<file path="config.mk">
export PLATFORM = sky130hd
export DESIGN_NAME = wheel_odometry_tracker_unit
export DESIGN_NICKNAME = d
export VERILOG_FILES = /design/src/wot_pkg.sv /design/src/wot_mul.sv /design/src/wot_div.sv /design/src/wot_cordic.sv /design/src/wheel_odometry_tracker_unit.sv
export SDC_FILE = /design/constraint.sdc
export NUM_CORES = 2
export LEC_CHECK = 0
export BUFFER_PORTS_ARGS = -buffer_cell sky130_fd_sc_hd__buf_2
export CORE_MARGIN = 2
export CORE_UTILIZATION = 60
export CTS_BUF_LIST = sky130_fd_sc_hd__clkbuf_8
export DETAILED_ROUTE_END_ITERATION = 10
export PLACE_DENSITY = 0.85
export SYNTH_ARGS = -nofsm -noshare
export SYNTH_HDL_FRONTEND = slang
export SYNTH_HIERARCHICAL = 1
export SYNTH_SLANG_ARGS = --single-unit
</file>
<file path="constraint.sdc">
create_clock -name clk -period 17.3 [get_ports clk]
set_input_delay 0 -clock clk [delete_from_list [all_inputs] [get_ports clk]]
set_output_delay 0 -clock clk [all_outputs]
set_load 0.01 [all_outputs]
</file>
<file path="src/wot_pkg.sv">
// wheel odometry tracker package: widths and fixed-point constants, arctangent table
// for the cordic, and the saturate and rounding helpers used by the top-level datapath
// no dependencies
package wot_pkg;

  localparam int HDG_W  = 17;
  localparam int CNT_W  = 32;
  localparam int POS_W  = 48;
  localparam int OFF_W  = 11;
  localparam int CIRC_W = 12;

  localparam int MUL_AW = 50;
  localparam int MUL_BW = 32;
  localparam int MUL_PW = MUL_AW + MUL_BW;
  localparam int RQ_W   = MUL_PW - 30;
  localparam int DIV_NW = 60;
  localparam int DIV_DW = 42;
  localparam int CX_W   = 34;
  localparam int CZ_W   = 33;
  localparam int TRIG_W = 32;

  localparam int FULL_TURN    = 36000;
  localparam int HALF_TURN    = 18000;
  localparam int QUARTER_TURN = 9000;

  localparam logic signed [MUL_BW-1:0] PI_Q28   = 32'sd843314857;
  localparam logic signed [MUL_AW-1:0] PI_Q30   = 50'sd3373259426;
  localparam logic signed [MUL_BW-1:0] GAIN_Q30 = 32'sd652032874;

  localparam logic signed [63:0] POS_MAX64 = 64'sh00007FFFFFFFFFFF;
  localparam logic signed [63:0] POS_MIN64 = 64'shFFFF800000000000;

  typedef enum logic [1:0] {
    REG_BACK_OFF = 2'd0,
    REG_MID_OFF  = 2'd1,
    REG_CIRC     = 2'd2
  } reg_idx_t;

  typedef struct packed {
    logic busy;
    logic done;
  } unit_stat_t;

  function automatic logic signed [POS_W-1:0] sat48(input logic signed [63:0] v);
    if (v > POS_MAX64) begin
      return POS_MAX64[POS_W-1:0];
    end else if (v < POS_MIN64) begin
      return POS_MIN64[POS_W-1:0];
    end
    return v[POS_W-1:0];
  endfunction

  // round to nearest, ties upward, drop 30 fraction bits
  function automatic logic signed [RQ_W-1:0] round_q30(input logic signed [MUL_PW-1:0] p);
    logic signed [MUL_PW-1:0] s;
    s = p + (MUL_PW'(1) <<< 29);
    return s[MUL_PW-1:30];
  endfunction

  function automatic logic [30:0] atan_q30(input logic [4:0] k);
    case (k)
      5'd0:  return 31'h3243F6A8;
      5'd1:  return 31'h1DAC6705;
      5'd2:  return 31'h0FADBAFC;
      5'd3:  return 31'h07F56EA6;
      5'd4:  return 31'h03FEAB76;
      5'd5:  return 31'h01FFD55B;
      5'd6:  return 31'h00FFFAAA;
      5'd7:  return 31'h007FFF55;
      5'd8:  return 31'h003FFFEA;
      5'd9:  return 31'h001FFFFD;
      5'd10: return 31'h000FFFFF;
      5'd11: return 31'h0007FFFF;
      5'd12: return 31'h0003FFFF;
      5'd13: return 31'h0001FFFF;
      5'd14: return 31'h0000FFFF;
      5'd15: return 31'h00007FFF;
      5'd16: return 31'h00003FFF;
      5'd17: return 31'h00001FFF;
      5'd18: return 31'h00000FFF;
      5'd19: return 31'h000007FF;
      5'd20: return 31'h000003FF;
      5'd21: return 31'h000001FF;
      5'd22: return 31'h000000FF;
      5'd23: return 31'h0000007F;
      5'd24: return 31'h0000003F;
      5'd25: return 31'h0000001F;
      5'd26: return 31'h0000000F;
      5'd27: return 31'h00000008;
      5'd28: return 31'h00000004;
      5'd29: return 31'h00000002;
      5'd30: return 31'h00000001;
      default: return 31'h00000000;
    endcase
  endfunction

endpackage

</file>
<file path="src/wot_mul.sv">
// bit-serial signed multiplier, one multiplier bit per cycle
// depends on wot_pkg
module wot_mul import wot_pkg::*; (
  input  logic                     clk,
  input  logic                     rst_n,
  input  logic                     go,
  input  logic signed [MUL_AW-1:0] a,
  input  logic signed [MUL_BW-1:0] b,
  output unit_stat_t               stat,
  output logic signed [MUL_PW-1:0] prod
);

  localparam int CW = $clog2(MUL_BW);

  logic signed [MUL_AW-1:0] a_r;
  logic signed [MUL_AW-1:0] hi_r;
  logic [MUL_BW-1:0]        lo_r;
  logic [CW-1:0]            cnt_r;
  logic                     busy_r;
  logic                     done_r;
  logic                     last;
  logic signed [MUL_AW:0]   addend;
  logic signed [MUL_AW:0]   sum;

  always_comb begin
    last = (cnt_r == CW'(MUL_BW - 1));
    if (!lo_r[0]) begin
      addend = '0;
    end else if (last) begin
      addend = -(MUL_AW+1)'(a_r);
    end else begin
      addend = (MUL_AW+1)'(a_r);
    end
    sum = (MUL_AW+1)'(hi_r) + addend;
  end

  always_ff @(posedge clk) begin
    if (!rst_n) begin
      busy_r <= 1'b0;
      done_r <= 1'b0;
    end else begin
      done_r <= !go && busy_r && last;
      if (go) begin
        busy_r <= 1'b1;
        cnt_r  <= '0;
        hi_r   <= '0;
        lo_r   <= b;
        a_r    <= a;
      end else if (busy_r) begin
        hi_r  <= sum[MUL_AW:1];
        lo_r  <= {sum[0], lo_r[MUL_BW-1:1]};
        cnt_r <= cnt_r + CW'(1);
        if (last) begin
          busy_r <= 1'b0;
        end
      end
    end
  end

  assign stat.busy = busy_r;
  assign stat.done = done_r;
  assign prod      = {hi_r, lo_r};

  a_done_after_busy: assert property (@(posedge clk) disable iff (!rst_n)
    done_r |-> $past(busy_r))
    else $error("multiplier done without a preceding busy cycle");

endmodule

</file>
<file path="src/wot_div.sv">
// restoring unsigned divider, one quotient bit per cycle
// depends on wot_pkg
module wot_div import wot_pkg::*; (
  input  logic              clk,
  input  logic              rst_n,
  input  logic              go,
  input  logic [DIV_NW-1:0] num,
  input  logic [DIV_DW-1:0] den,
  output unit_stat_t        stat,
  output logic [DIV_NW-1:0] quo
);

  localparam int CW = $clog2(DIV_NW);

  logic [DIV_DW-1:0] den_r;
  logic [DIV_DW-1:0] rem_r;
  logic [DIV_NW-1:0] quo_r;
  logic [CW-1:0]     cnt_r;
  logic              busy_r;
  logic              done_r;
  logic [DIV_DW:0]   trial;
  logic [DIV_DW:0]   diff;
  logic              ge;

  always_comb begin
    trial = {rem_r, quo_r[DIV_NW-1]};
    diff  = trial - {1'b0, den_r};
    ge    = !diff[DIV_DW];
  end

  always_ff @(posedge clk) begin
    if (!rst_n) begin
      busy_r <= 1'b0;
      done_r <= 1'b0;
    end else begin
      done_r <= !go && busy_r && (cnt_r == CW'(DIV_NW - 1));
      if (go) begin
        busy_r <= 1'b1;
        cnt_r  <= '0;
        rem_r  <= '0;
        quo_r  <= num;
        den_r  <= den;
      end else if (busy_r) begin
        rem_r <= ge ? diff[DIV_DW-1:0] : trial[DIV_DW-1:0];
        quo_r <= {quo_r[DIV_NW-2:0], ge};
        cnt_r <= cnt_r + CW'(1);
        if (cnt_r == CW'(DIV_NW - 1)) begin
          busy_r <= 1'b0;
        end
      end
    end
  end

  assign stat.busy = busy_r;
  assign stat.done = done_r;
  assign quo       = quo_r;

endmodule

</file>
<file path="src/wot_cordic.sv">
// rotation-mode cordic, one iteration per cycle, unscaled sine and cosine
// depends on wot_pkg (arctangent table)
module wot_cordic import wot_pkg::*; #(
  parameter int STEPS = 16
) (
  input  logic                   clk,
  input  logic                   rst_n,
  input  logic                   go,
  input  logic signed [CZ_W-1:0] z0,
  output unit_stat_t             stat,
  output logic signed [CX_W-1:0] x,
  output logic signed [CX_W-1:0] y
);

  localparam int KW = $clog2(STEPS);

  logic signed [CX_W-1:0] x_r;
  logic signed [CX_W-1:0] y_r;
  logic signed [CZ_W-1:0] z_r;
  logic [KW-1:0]          k_r;
  logic                   busy_r;
  logic                   done_r;
  logic signed [CX_W-1:0] x_sh;
  logic signed [CX_W-1:0] y_sh;
  logic signed [CZ_W-1:0] ang;

  always_comb begin
    x_sh = x_r >>> k_r;
    y_sh = y_r >>> k_r;
    ang  = $signed({2'b00, atan_q30(5'(k_r))});
  end

  always_ff @(posedge clk) begin
    if (!rst_n) begin
      busy_r <= 1'b0;
      done_r <= 1'b0;
    end else begin
      done_r <= !go && busy_r && (k_r == KW'(STEPS - 1));
      if (go) begin
        busy_r <= 1'b1;
        k_r    <= '0;
        x_r    <= CX_W'(1) <<< 30;
        y_r    <= '0;
        z_r    <= z0;
      end else if (busy_r) begin
        if (!z_r[CZ_W-1]) begin
          x_r <= x_r - y_sh;
          y_r <= y_r + x_sh;
          z_r <= z_r - ang;
        end else begin
          x_r <= x_r + y_sh;
          y_r <= y_r - x_sh;
          z_r <= z_r + ang;
        end
        k_r <= k_r + KW'(1);
        if (k_r == KW'(STEPS - 1)) begin
          busy_r <= 1'b0;
        end
      end
    end
  end

  assign stat.busy = busy_r;
  assign stat.done = done_r;
  assign x         = x_r;
  assign y         = y_r;

endmodule

</file>
<file path="src/wheel_odometry_tracker_unit.sv">
// Tracking-wheel odometry: each input transfer is one sample (heading, left, right and
// lateral wheel counts) and yields one output transfer with the saturating global x/y
// position, FRAC_BITS fraction bits. The time between input transfers is set by the
// bit-serial multiplier (eight products), the bit-serial divider (two quotients), the
// cordic and any out_tready stall on an older result; samples are processed one at a
// time, and a new sample is taken while the previous result still waits on out_tready.
// Configuration writes are taken at any time and must only be issued while idle.
// top level; depends on wot_pkg, wot_mul, wot_div, wot_cordic
module wheel_odometry_tracker_unit import wot_pkg::*; #(
  parameter int CORDIC_STEPS = 16,
  parameter int FRAC_BITS    = 8
) (
  input  logic          clk,
  input  logic          rst_n,
  input  logic          in_tvalid,
  output logic          in_tready,
  // heading_centideg, left_count, right_count, lateral_count, zero pad
  input  logic [119:0]  in_tdata,
  output logic          out_tvalid,
  input  logic          out_tready,
  // pos_x, pos_y
  output logic [95:0]   out_tdata,
  input  logic          cfg_valid,
  output logic          cfg_ready,
  input  logic [1:0]    cfg_index,
  input  logic [11:0]   cfg_data
);

  typedef enum logic [3:0] {
    S_IDLE, S_PREP, S_MUL_OD, S_DIV_OD, S_SIDE, S_MUL_Z, S_DIV_Z,
    S_CORDIC, S_GAIN_X, S_GAIN_Y, S_PROJ, S_SUM, S_OUT
  } state_t;

  typedef enum logic [1:0] {P_DY_CS, P_DX_SN, P_DX_CS, P_DY_SN} proj_t;

  state_t state_r;
  proj_t  proj_r;

  logic signed [OFF_W-1:0]  back_off_r;
  logic [CIRC_W-1:0]        circ_r;

  logic signed [HDG_W-1:0]  h_r;
  logic signed [CNT_W-1:0]  left_r;
  logic signed [CNT_W-1:0]  right_r;
  logic signed [CNT_W-1:0]  lat_r;
  logic signed [HDG_W-1:0]  prev_h_r;
  logic signed [POS_W-1:0]  prev_fwd_r;
  logic signed [POS_W-1:0]  prev_lat_r;
  logic signed [POS_W-1:0]  tcl_r;
  logic signed [POS_W-1:0]  gx_r;
  logic signed [POS_W-1:0]  gy_r;

  logic signed [POS_W-1:0]  fwd_r;
  logic signed [POS_W:0]    dx_r;
  logic signed [POS_W:0]    dy_r;
  logic signed [15:0]       r_r;
  logic                     neg_r;
  logic                     sgn_r;
  logic signed [TRIG_W-1:0] cs_r;
  logic signed [TRIG_W-1:0] sn_r;
  logic signed [RQ_W:0]     gdx_r;
  logic signed [RQ_W:0]     gdy_r;

  logic                     out_valid_r;
  logic [95:0]              out_data_r;
  logic                     out_load;

  logic                     mul_go_r;
  logic                     mul_start;
  logic signed [MUL_AW-1:0] mul_a_r;
  logic signed [MUL_BW-1:0] mul_b_r;
  unit_stat_t               mul_stat;
  logic signed [MUL_PW-1:0] mul_prod;

  logic                     div_go_r;
  logic                     div_start;
  logic [DIV_NW-1:0]        div_num_r;
  logic [DIV_DW-1:0]        div_den_r;
  unit_stat_t               div_stat;
  logic [DIV_NW-1:0]        div_quo;

  logic                     cor_go_r;
  logic                     cor_start;
  logic signed [CZ_W-1:0]   cor_z_r;
  unit_stat_t               cor_stat;
  logic signed [CX_W-1:0]   cor_x;
  logic signed [CX_W-1:0]   cor_y;

  logic signed [17:0]       d;
  logic signed [28:0]       od;
  logic signed [32:0]       sum33;
  logic signed [POS_W-1:0]  fwd;
  logic signed [POS_W-1:0]  latf;
  logic signed [POS_W-1:0]  side;
  logic signed [18:0]       hx;
  logic signed [18:0]       rr;
  logic                     rneg;
  logic [CIRC_W-1:0]        circ_eff;
  logic [17:0]              c50;
  logic [DIV_DW-1:0]        den;
  logic signed [DIV_NW-1:0] prod_lo;
  logic [DIV_NW-1:0]        mag;
  logic signed [DIV_NW:0]   qs;
  logic signed [DIV_NW:0]   term;
  logic signed [RQ_W-1:0]   rq;
  logic signed [TRIG_W-1:0] csf;
  logic signed [TRIG_W-1:0] snf;

  always_comb begin
    d     = 18'(h_r) - 18'(prev_h_r);
    od    = 29'(back_off_r) * 29'(d);
    sum33 = 33'(left_r) + 33'(right_r);
    fwd   = 48'(sum33) <<< (FRAC_BITS - 1);
    latf  = 48'(lat_r) <<< FRAC_BITS;
    side  = sat48(64'(latf) - 64'(tcl_r));

    // heading into [0, full turn), then folded to within a quarter turn
    hx = 19'(h_r) + 19'(2 * FULL_TURN);
    if (hx >= 19'(3 * FULL_TURN)) begin
      rr = hx - 19'(3 * FULL_TURN);
    end else if (hx >= 19'(2 * FULL_TURN)) begin
      rr = hx - 19'(2 * FULL_TURN);
    end else if (hx >= 19'(FULL_TURN)) begin
      rr = hx - 19'(FULL_TURN);
    end else begin
      rr = hx;
    end
    if (rr >= 19'(HALF_TURN)) begin
      rr = rr - 19'(FULL_TURN);
    end
    rneg = 1'b0;
    if (rr > 19'(QUARTER_TURN)) begin
      rr   = rr - 19'(HALF_TURN);
      rneg = 1'b1;
    end else if (rr < -19'(QUARTER_TURN)) begin
      rr   = rr + 19'(HALF_TURN);
      rneg = 1'b1;
    end

    circ_eff = (circ_r == '0) ? CIRC_W'(1) : circ_r;
    c50      = (18'(circ_eff) << 5) + (18'(circ_eff) << 4) + (18'(circ_eff) << 1);
    den      = DIV_DW'(c50) << (28 - FRAC_BITS);

    prod_lo = mul_prod[DIV_NW-1:0];
    mag     = prod_lo[DIV_NW-1] ? DIV_NW'(-prod_lo) : DIV_NW'(prod_lo);
    qs      = $signed({1'b0, div_quo});
    term    = sgn_r ? -qs : qs;

    rq  = round_q30(mul_prod);
    csf = neg_r ? -cs_r : cs_r;
    snf = neg_r ? -rq[TRIG_W-1:0] : rq[TRIG_W-1:0];

    out_load  = (state_r == S_OUT) && (!out_valid_r || out_tready);
    mul_start = (state_r == S_PREP) || (state_r == S_SIDE) ||
                ((state_r == S_CORDIC) && cor_stat.done) ||
                (((state_r == S_GAIN_X) || (state_r == S_GAIN_Y)) && mul_stat.done) ||
                ((state_r == S_PROJ) && mul_stat.done && (proj_r != P_DY_SN));
    div_start = ((state_r == S_MUL_OD) || (state_r == S_MUL_Z)) && mul_stat.done;
    cor_start = (state_r == S_DIV_Z) && div_stat.done;
  end

  always_ff @(posedge clk) begin
    if (!rst_n) begin
      state_r     <= S_IDLE;
      proj_r      <= P_DY_CS;
      back_off_r  <= OFF_W'(50);
      circ_r      <= CIRC_W'(200);
      prev_h_r    <= '0;
      prev_fwd_r  <= '0;
      prev_lat_r  <= '0;
      tcl_r       <= '0;
      gx_r        <= '0;
      gy_r        <= '0;
      out_valid_r <= 1'b0;
      mul_go_r    <= 1'b0;
      div_go_r    <= 1'b0;
      cor_go_r    <= 1'b0;
    end else begin
      mul_go_r <= mul_start;
      div_go_r <= div_start;
      cor_go_r <= cor_start;

      if (cfg_valid) begin
        case (reg_idx_t'(cfg_index))
          REG_BACK_OFF: back_off_r <= cfg_data[OFF_W-1:0];
          // forward compensation cancels in the wheel mean
          REG_MID_OFF:  ;
          REG_CIRC:     circ_r <= cfg_data;
          default:      ;
        endcase
      end

      if (out_load) begin
        out_valid_r <= 1'b1;
      end else if (out_tready) begin
        out_valid_r <= 1'b0;
      end

      case (state_r)
        S_IDLE: begin
          if (in_tvalid) begin
            h_r     <= in_tdata[16:0];
            left_r  <= in_tdata[48:17];
            right_r <= in_tdata[80:49];
            lat_r   <= in_tdata[112:81];
            state_r <= S_PREP;
          end
        end
        S_PREP: begin
          fwd_r    <= fwd;
          r_r      <= 16'(rr);
          neg_r    <= rneg;
          mul_a_r  <= MUL_AW'(od);
          mul_b_r  <= PI_Q28;
          state_r  <= S_MUL_OD;
        end
        S_MUL_OD: begin
          if (mul_stat.done) begin
            sgn_r     <= prod_lo[DIV_NW-1];
            div_num_r <= mag + DIV_NW'(den >> 1);
            div_den_r <= den;
            state_r   <= S_DIV_OD;
          end
        end
        S_DIV_OD: begin
          if (div_stat.done) begin
            tcl_r   <= sat48(64'(tcl_r) + 64'(term));
            state_r <= S_SIDE;
          end
        end
        S_SIDE: begin
          dx_r       <= 49'(side) - 49'(prev_lat_r);
          dy_r       <= 49'(fwd_r) - 49'(prev_fwd_r);
          prev_lat_r <= side;
          prev_fwd_r <= fwd_r;
          prev_h_r   <= h_r;
          mul_a_r    <= PI_Q30;
          mul_b_r    <= MUL_BW'(r_r);
          state_r    <= S_MUL_Z;
        end
        S_MUL_Z: begin
          if (mul_stat.done) begin
            sgn_r     <= prod_lo[DIV_NW-1];
            div_num_r <= mag + DIV_NW'(QUARTER_TURN);
            div_den_r <= DIV_DW'(HALF_TURN);
            state_r   <= S_DIV_Z;
          end
        end
        S_DIV_Z: begin
          if (div_stat.done) begin
            cor_z_r  <= term[CZ_W-1:0];
            state_r  <= S_CORDIC;
          end
        end
        S_CORDIC: begin
          if (cor_stat.done) begin
            mul_a_r  <= MUL_AW'(cor_x);
            mul_b_r  <= GAIN_Q30;
            state_r  <= S_GAIN_X;
          end
        end
        S_GAIN_X: begin
          if (mul_stat.done) begin
            cs_r     <= rq[TRIG_W-1:0];
            mul_a_r  <= MUL_AW'(cor_y);
            mul_b_r  <= GAIN_Q30;
            state_r  <= S_GAIN_Y;
          end
        end
        S_GAIN_Y: begin
          if (mul_stat.done) begin
            cs_r     <= csf;
            sn_r     <= snf;
            mul_a_r  <= MUL_AW'(dy_r);
            mul_b_r  <= csf;
            proj_r   <= P_DY_CS;
            state_r  <= S_PROJ;
          end
        end
        S_PROJ: begin
          if (mul_stat.done) begin
            case (proj_r)
              P_DY_CS: begin
                gdy_r    <= (RQ_W+1)'(rq);
                mul_a_r  <= MUL_AW'(dx_r);
                mul_b_r  <= sn_r;
                proj_r   <= P_DX_SN;
              end
              P_DX_SN: begin
                gdy_r    <= gdy_r + (RQ_W+1)'(rq);
                mul_a_r  <= MUL_AW'(dx_r);
                mul_b_r  <= cs_r;
                proj_r   <= P_DX_CS;
              end
              P_DX_CS: begin
                gdx_r    <= (RQ_W+1)'(rq);
                mul_a_r  <= MUL_AW'(dy_r);
                mul_b_r  <= sn_r;
                proj_r   <= P_DY_SN;
              end
              P_DY_SN: begin
                gdx_r   <= gdx_r - (RQ_W+1)'(rq);
                state_r <= S_SUM;
              end
              default: state_r <= S_SUM;
            endcase
          end
        end
        S_SUM: begin
          gx_r    <= sat48(64'(gx_r) + 64'(gdx_r));
          gy_r    <= sat48(64'(gy_r) + 64'(gdy_r));
          state_r <= S_OUT;
        end
        S_OUT: begin
          if (out_load) begin
            out_data_r  <= {gy_r, gx_r};
            state_r     <= S_IDLE;
          end
        end
        default: state_r <= S_IDLE;
      endcase
    end
  end

  wot_mul u_mul (
    .clk   (clk),
    .rst_n (rst_n),
    .go    (mul_go_r),
    .a     (mul_a_r),
    .b     (mul_b_r),
    .stat  (mul_stat),
    .prod  (mul_prod)
  );

  wot_div u_div (
    .clk   (clk),
    .rst_n (rst_n),
    .go    (div_go_r),
    .num   (div_num_r),
    .den   (div_den_r),
    .stat  (div_stat),
    .quo   (div_quo)
  );

  wot_cordic #(
    .STEPS (CORDIC_STEPS)
  ) u_cordic (
    .clk   (clk),
    .rst_n (rst_n),
    .go    (cor_go_r),
    .z0    (cor_z_r),
    .stat  (cor_stat),
    .x     (cor_x),
    .y     (cor_y)
  );

  assign in_tready  = (state_r == S_IDLE);
  assign out_tvalid = out_valid_r;
  assign out_tdata  = out_data_r;
  assign cfg_ready  = 1'b1;

  a_accept_units_quiet: assert property (@(posedge clk) disable iff (!rst_n)
    in_tvalid && in_tready |-> !mul_stat.busy && !div_stat.busy && !cor_stat.busy)
    else $error("sample transfer while an arithmetic unit is still busy");

  a_result_loaded: assert property (@(posedge clk) disable iff (!rst_n)
    (state_r == S_OUT) && (!out_valid_r || out_tready) |=>
      out_valid_r && (state_r == S_IDLE))
    else $error("finished result not loaded into the output register");

  a_mul_done_expected: assert property (@(posedge clk) disable iff (!rst_n)
    mul_stat.done |-> (state_r == S_MUL_OD) || (state_r == S_MUL_Z) ||
      (state_r == S_GAIN_X) || (state_r == S_GAIN_Y) || (state_r == S_PROJ))
    else $error("multiplier finished while the sequencer was not waiting for it");

endmodule

</file>
Word level (Yosys, flattened, before mapping)

Memory sizes are Yosys's and may differ from the RTL's. A register that Yosys moved wholly into a read port is not among the register bits.
Index checks and enable logic that the tools add are counted.

Logic and storage cells: 316
Output and inout port bits: 99
Register bits: 1418
Memories kept: 1
Memory bits (read-only): 480

Memories:

| memory           | words | bits a word | rd ports | clocked after memory_dff | wr ports | RTL line      | text |
|---|---|---|---|---|---|---|---|
| (name not given) | 16    | 30          | 1        | 1                        | 0        | wot_pkg.sv:61 | `case (k)` |

$lt $le $gt $ge: 14
Shift operators: 2
Multiplexer cells: 109
Reductions and logical operators: 65
Multiply operators: 1
Equality and inequality tests: 34
Add/sub/neg operators: 38

Operator list:

| cell                                                          | number |
|---|---|
| two-way mux 48 bit                                            | 12 |
| two-way mux 60 bit                                            | 5 |
| one-hot mux 50 bit (6 select lines)                           | 1 |
| two-way mux 32 bit                                            | 9 |
| two-way mux 50 bit                                            | 5 |
| one-hot mux 53 bit (2 select lines)                           | 2 |
| one-hot mux 32 bit (6 select lines)                           | 1 |
| two-way mux 42 bit                                            | 4 |
| two-way mux 34 bit                                            | 4 |
| one-hot mux 32 bit (2 select lines)                           | 2 |
| one-hot mux 60 bit (2 select lines)                           | 1 |
| adder 48 x 53 -> 54 bit                                       | 2 |
| > comparator 54 x 48 -> 1 bit (second input constant)         | 2 |
| less-than comparator 54 x 48 -> 1 bit (second input constant) | 2 |
| two-way mux 51 bit                                            | 2 |
| one-hot mux 50 bit (2 select lines)                           | 1 |
| two-way mux 33 bit                                            | 3 |
| one-hot mux 42 bit (2 select lines)                           | 1 |
| adder 82 x 31 -> 82 bit (second input constant)               | 1 |
| two-way mux 19 bit                                            | 4 |
| adder 34 bit                                                  | 2 |
| >>> shifter 34 x 4 -> 34 bit                                  | 2 |
| subtractor 34 bit                                             | 2 |
| negation 32 bit                                               | 2 |
| other kinds (74)                                              | 191 |

Logic depth before layout (Yosys ltp)

Depth in word-level cells: 10
Depth in mapped cells: 40

By module

Netlist, hierarchy kept.

By module, submodules not included:

| module                      | times used | cells each | area an instance (um^2) |
|---|---|---|---|
| wheel_odometry_tracker_unit | 1          | 8088       | 74392.6 |
| wot_cordic                  | 1          | 1815       | 15616.2 |
| wot_mul                     | 1          | 862        | 9037.4 |
| wot_div                     | 1          | 725        | 8615.8 |

Least setup slack after synthesis

No wires, ideal clock.

Path kind: register to register
Start: reg state_r[3]
End: reg out_data_r[0] (netlist: out_tdata[0]) (enable)
Data arrival time: 10.690 ns
Clock period less this slack: 11.511 ns
Path slack: 5.789 ns
Cell stages (with the launch flop): 5
Required time: 16.479 ns
Path through: dfxtp_1 > clkbuf_1 > nand2b_1 > clkbuf_1 > nor4b_1

Cells in the longest elaborated chain, start to end: 3

RTL lines:

| element                                  | RTL line                                                               | text |
|---|---|---|
| start: declaration                       | wheel_odometry_tracker_unit.sv:36                                      | `state_t state_r;` |
| start signal: assignment                 | wheel_odometry_tracker_unit.sv:164                                     | `state_r <= S_IDLE;` |
| start signal: assignment                 | wheel_odometry_tracker_unit.sv:206                                     | `state_r <= S_PREP;` |
| start signal: assignment                 | wheel_odometry_tracker_unit.sv:215                                     | `state_r <= S_MUL_OD;` |
| equality test 4 bit (*)                  | wheel_odometry_tracker_unit.sv:153, wheel_odometry_tracker_unit.sv:199 |  |
| logical AND 1 bit                        | wheel_odometry_tracker_unit.sv:153                                     | `out_load = (state_r == S_OUT) && (!out_valid_r \|\| out_tready);` |
| AND reduction 3 bit (no source line) (*) | n/a                                                                    |  |
| end signal: assignment                   | wheel_odometry_tracker_unit.sv:316                                     | `out_data_r <= {gy_r, gx_r};` |
| end: declaration                         | wheel_odometry_tracker_unit.sv:65                                      | `logic [95:0] out_data_r;` |

Mark *: on every way between the ends. The rest lies on a longest branch, timed or not.
A chain may end at the register's enable or synchronous reset.

Final worst setup path

Start: reg tcl_r[8]
End: reg dx_r[47] (data pin)

Cells in the longest elaborated chain, start to end: 6

RTL lines:

| element                               | RTL line                           | text |
|---|---|---|
| start: declaration                    | wheel_odometry_tracker_unit.sv:49  | `logic signed [POS_W-1:0] tcl_r;` |
| start signal: assignment              | wheel_odometry_tracker_unit.sv:227 | `tcl_r <= sat48(64'(tcl_r) + 64'(term));` |
| subtractor 40 x 48 -> 49 bit (*)      | wheel_odometry_tracker_unit.sv:115 | `side = sat48(64'(latf) - 64'(tcl_r));` |
| less-than comparator 49 x 48 -> 1 bit | wot_pkg.sv:47                      | `end else if (v < POS_MIN64) begin` |
| two-way mux 1 bit                     | wot_pkg.sv:47                      |  |
| two-way mux 1 bit                     | wot_pkg.sv:45                      | `if (v > POS_MAX64) begin` |
| two-way mux 48 bit (*)                | wot_pkg.sv:50                      | `return v[POS_W-1:0];` |
| via side[1]                           | wheel_odometry_tracker_unit.sv:94  | `logic signed [POS_W-1:0] side;` |
| subtractor 48 x 48 -> 49 bit (*)      | wheel_odometry_tracker_unit.sv:232 | `dx_r <= 49'(side) - 49'(prev_lat_r);` |
| end signal: assignment                | wheel_odometry_tracker_unit.sv:232 |  |
| end: declaration                      | wheel_odometry_tracker_unit.sv:54  | `logic signed [POS_W:0] dx_r;` |

Mark *: on every way through the listed nets, which the timed path passes. The rest lies on a longest branch.

==> summary.md <==
| Metric | Value |
|---|---|
| DR DRC count | `0` |
| Fillers | `13,600` |
| CP max-delay cell | `a2111oi_0` |
| Die area | `183,000 sq um` |
| Register clock-pin slew on the reported worst setup and hold paths | `70 ps` |
| Die height | `428 um` |
| Cell mode on critical path | `o21ai_0` |
| Buf+Inv Stages, Crit Path | `2` |
| Final period demand of the worst path | `roughly 10,000 ps` |
| Clock skew | `77.2 ps` |
| Hold buffers post-CTS | `approximately 290` |
| Worst min-delay path class | `in -> reg` |
| Cell Area, Synth | `~110,000 sq um` |
| Iteration count of the initial detailed-routing pass | `7` |
| Hold Slack | `approximately 170 ps` |
| Largest net degree at the start of global routing | `around 120` |
| Layout cells sized above 1 | `8.90%` |
| Area growth syn-to-layout | `10.4%` |
| H-tree depth | `4` |
| Residual overflow from global routing | `0` |
| First-pass GRT wire length | `between 400 and 500 mm` |
| Total CTS buffers | `232` |
| Final core utilization | `66.6%` |
| Setup Crit Path Kind | `reg -> reg` |
| Core region area | `178,000 sq um` |
| Synth Instances | `11,500` |
| Max Transition Viols Final | `0` |
| Wire length per cell | `~22 um` |
| FF/Latch Area | `39,200 sq um` |
| Pwr Density | `111 nW/um^2` |
| Fmax | `between 90 and 100 MHz` |
| Detailed placement HPWL | `228 mm` |
| Final wirelength | `316 mm` |
| CP top delay family | `compound AO/OA/AOI/OAI gates` |
| Status | `complete, no violations` |
| IO buf count | `229` |
| Setup bufs post-CTS | `0` |
| Critical Path RT | `18,050 ps` |
| Crit path DAT | `11,010 ps` |
| Hold Violations, Final | `0` |
| TritonCTS clock tree | `yes` |
| Total GRT Usage | `33.6%` |
| CTS root buf | `clkbuf_8` |
| Avg Cell Area, Syn | `9.37 sq um` |
| Initial Util | `60.3%` |
| Startpoint class of the critical path | `flip-flop` |
| Area of the multi-input gates | `64,100 sq um` |
| Final setup fails | `0` |
| MaxCap Viol Count | `0` |
| Via count | `92,000` |
| ANT nets after route | `0` |
| Post-route setup TNS | `0 ps` |
| Vias in the first global route | `around 89,000` |
| Worst-path fanout max | `between 70 and 80` |
| Rel. slew slack | `between 5 and 6%` |
| # rows | `155` |
| Post-layout power | `13.2 mW` |
| Maximum vdd drop | `191 uV` |
| Vias per cell | `6.36` |
| Clk buf depth | `3` |
| DIE WIDTH | `428 um` |
| # IOs | `around 240` |
| Setup repair after global routing missed its margin | `false` |
| Initial antenna violation count | `25` |
| Clk_lat worst skew | `1040 ps` |
| Fin crit share | `59.3%` |
| Starting DRT DRC Count | `slightly below 10,000` |
| # resized after CTS | `0` |
| CP Capture Type | `flip-flop` |
| Clk sink count | `1,407` |
| Final nets | `about 13,000` |
| Max incr delay on CP | `750 ps` |
| Pleak | `47.1 nW` |
| Routability Congestion | `between 1 and 1.5` |
| Worst-margin pin slew | `1410 ps` |
| Yosys warns | `6` |
through the flow:
step	area, sq um	setup slack, ps	instances
final	119000	7040	14500
after global routing	119000	6430	14500
after CTS	119000	7400	14500
after detailed placement	111000	7450	13700
after global placement	111000	7710	13700
after floorplan	108000	5790	11500
worst paths after layout:
kind	end	slack, ps	start	depth (start not counted)
max	dx_r[47]	7040	tcl_r[8]	35
min	back_off_r[3]	170	cfg_valid	5
max reg2reg	dx_r[47]	7040	tcl_r[8]	35
min reg2reg	u_mul/a_r[33]	390	mul_a_r[33]	0
final cells by class:
cell class | instances | area share [%]
multi-input combinational | 8881 | 53.9
clock inverter | 191 | 1.24
inverter | 745 | 2.36
timing repair buffer | 624 | 4.08
clock buffer | 251 | 2.91
tap | 2355 | 2.48
antenna | 21 | 0.0442
sequential | 1407 | 33.0
per-layer routing:
metal  share of wire (%)  global-route usage, %
met1                  40                   44.2
met2                  46                   54.6
met3                 8.7                   5.71
met4                 4.6                   14.9
met5               0.012                      0
registers in the layout (all words and copies together) (netlist names), 49 cells and up:
signal,count
u_mul/hi_r,50
mul_a_r,49
gdy_r,53
u_mul/a_r,50
gdx_r,53
dx_r,49
div_num_r,60
out_tdata,96
u_div/quo,60
cell usage in the layout (no fill, tap or decap), drive strengths merged, types with 209 or more instances in the layout:
cell         count
a21o           353
a21oi          902
buf            337
clkbuf         251
dfxtp          310
dlygate4sd3    287
edfxtp        1097
ha             770
inv            811
nand2         1043
nand3          229
nor2           775
nor3           209
o21ai          745
xnor2          647
xor2           368
worst min-delay path, delay by kind of cell:
kind,cells,cell delay (ps)
simple gates,2,300
compound gates,1,70
buf+inv,2,760
power breakdown:
group / leakage, nW / switching [mW] / internal, mW / total [mW]
clock network: 2.74 / 1.50 / 1.66 / 3.15
registers: 12.4 / 0.229 / 4.22 / 4.45
logic: 32.0 / 3.42 / 2.18 / 5.59
total: 47.1 / 5.14 / 8.06 / 13.2
Power figures use the tool's default switching activity.
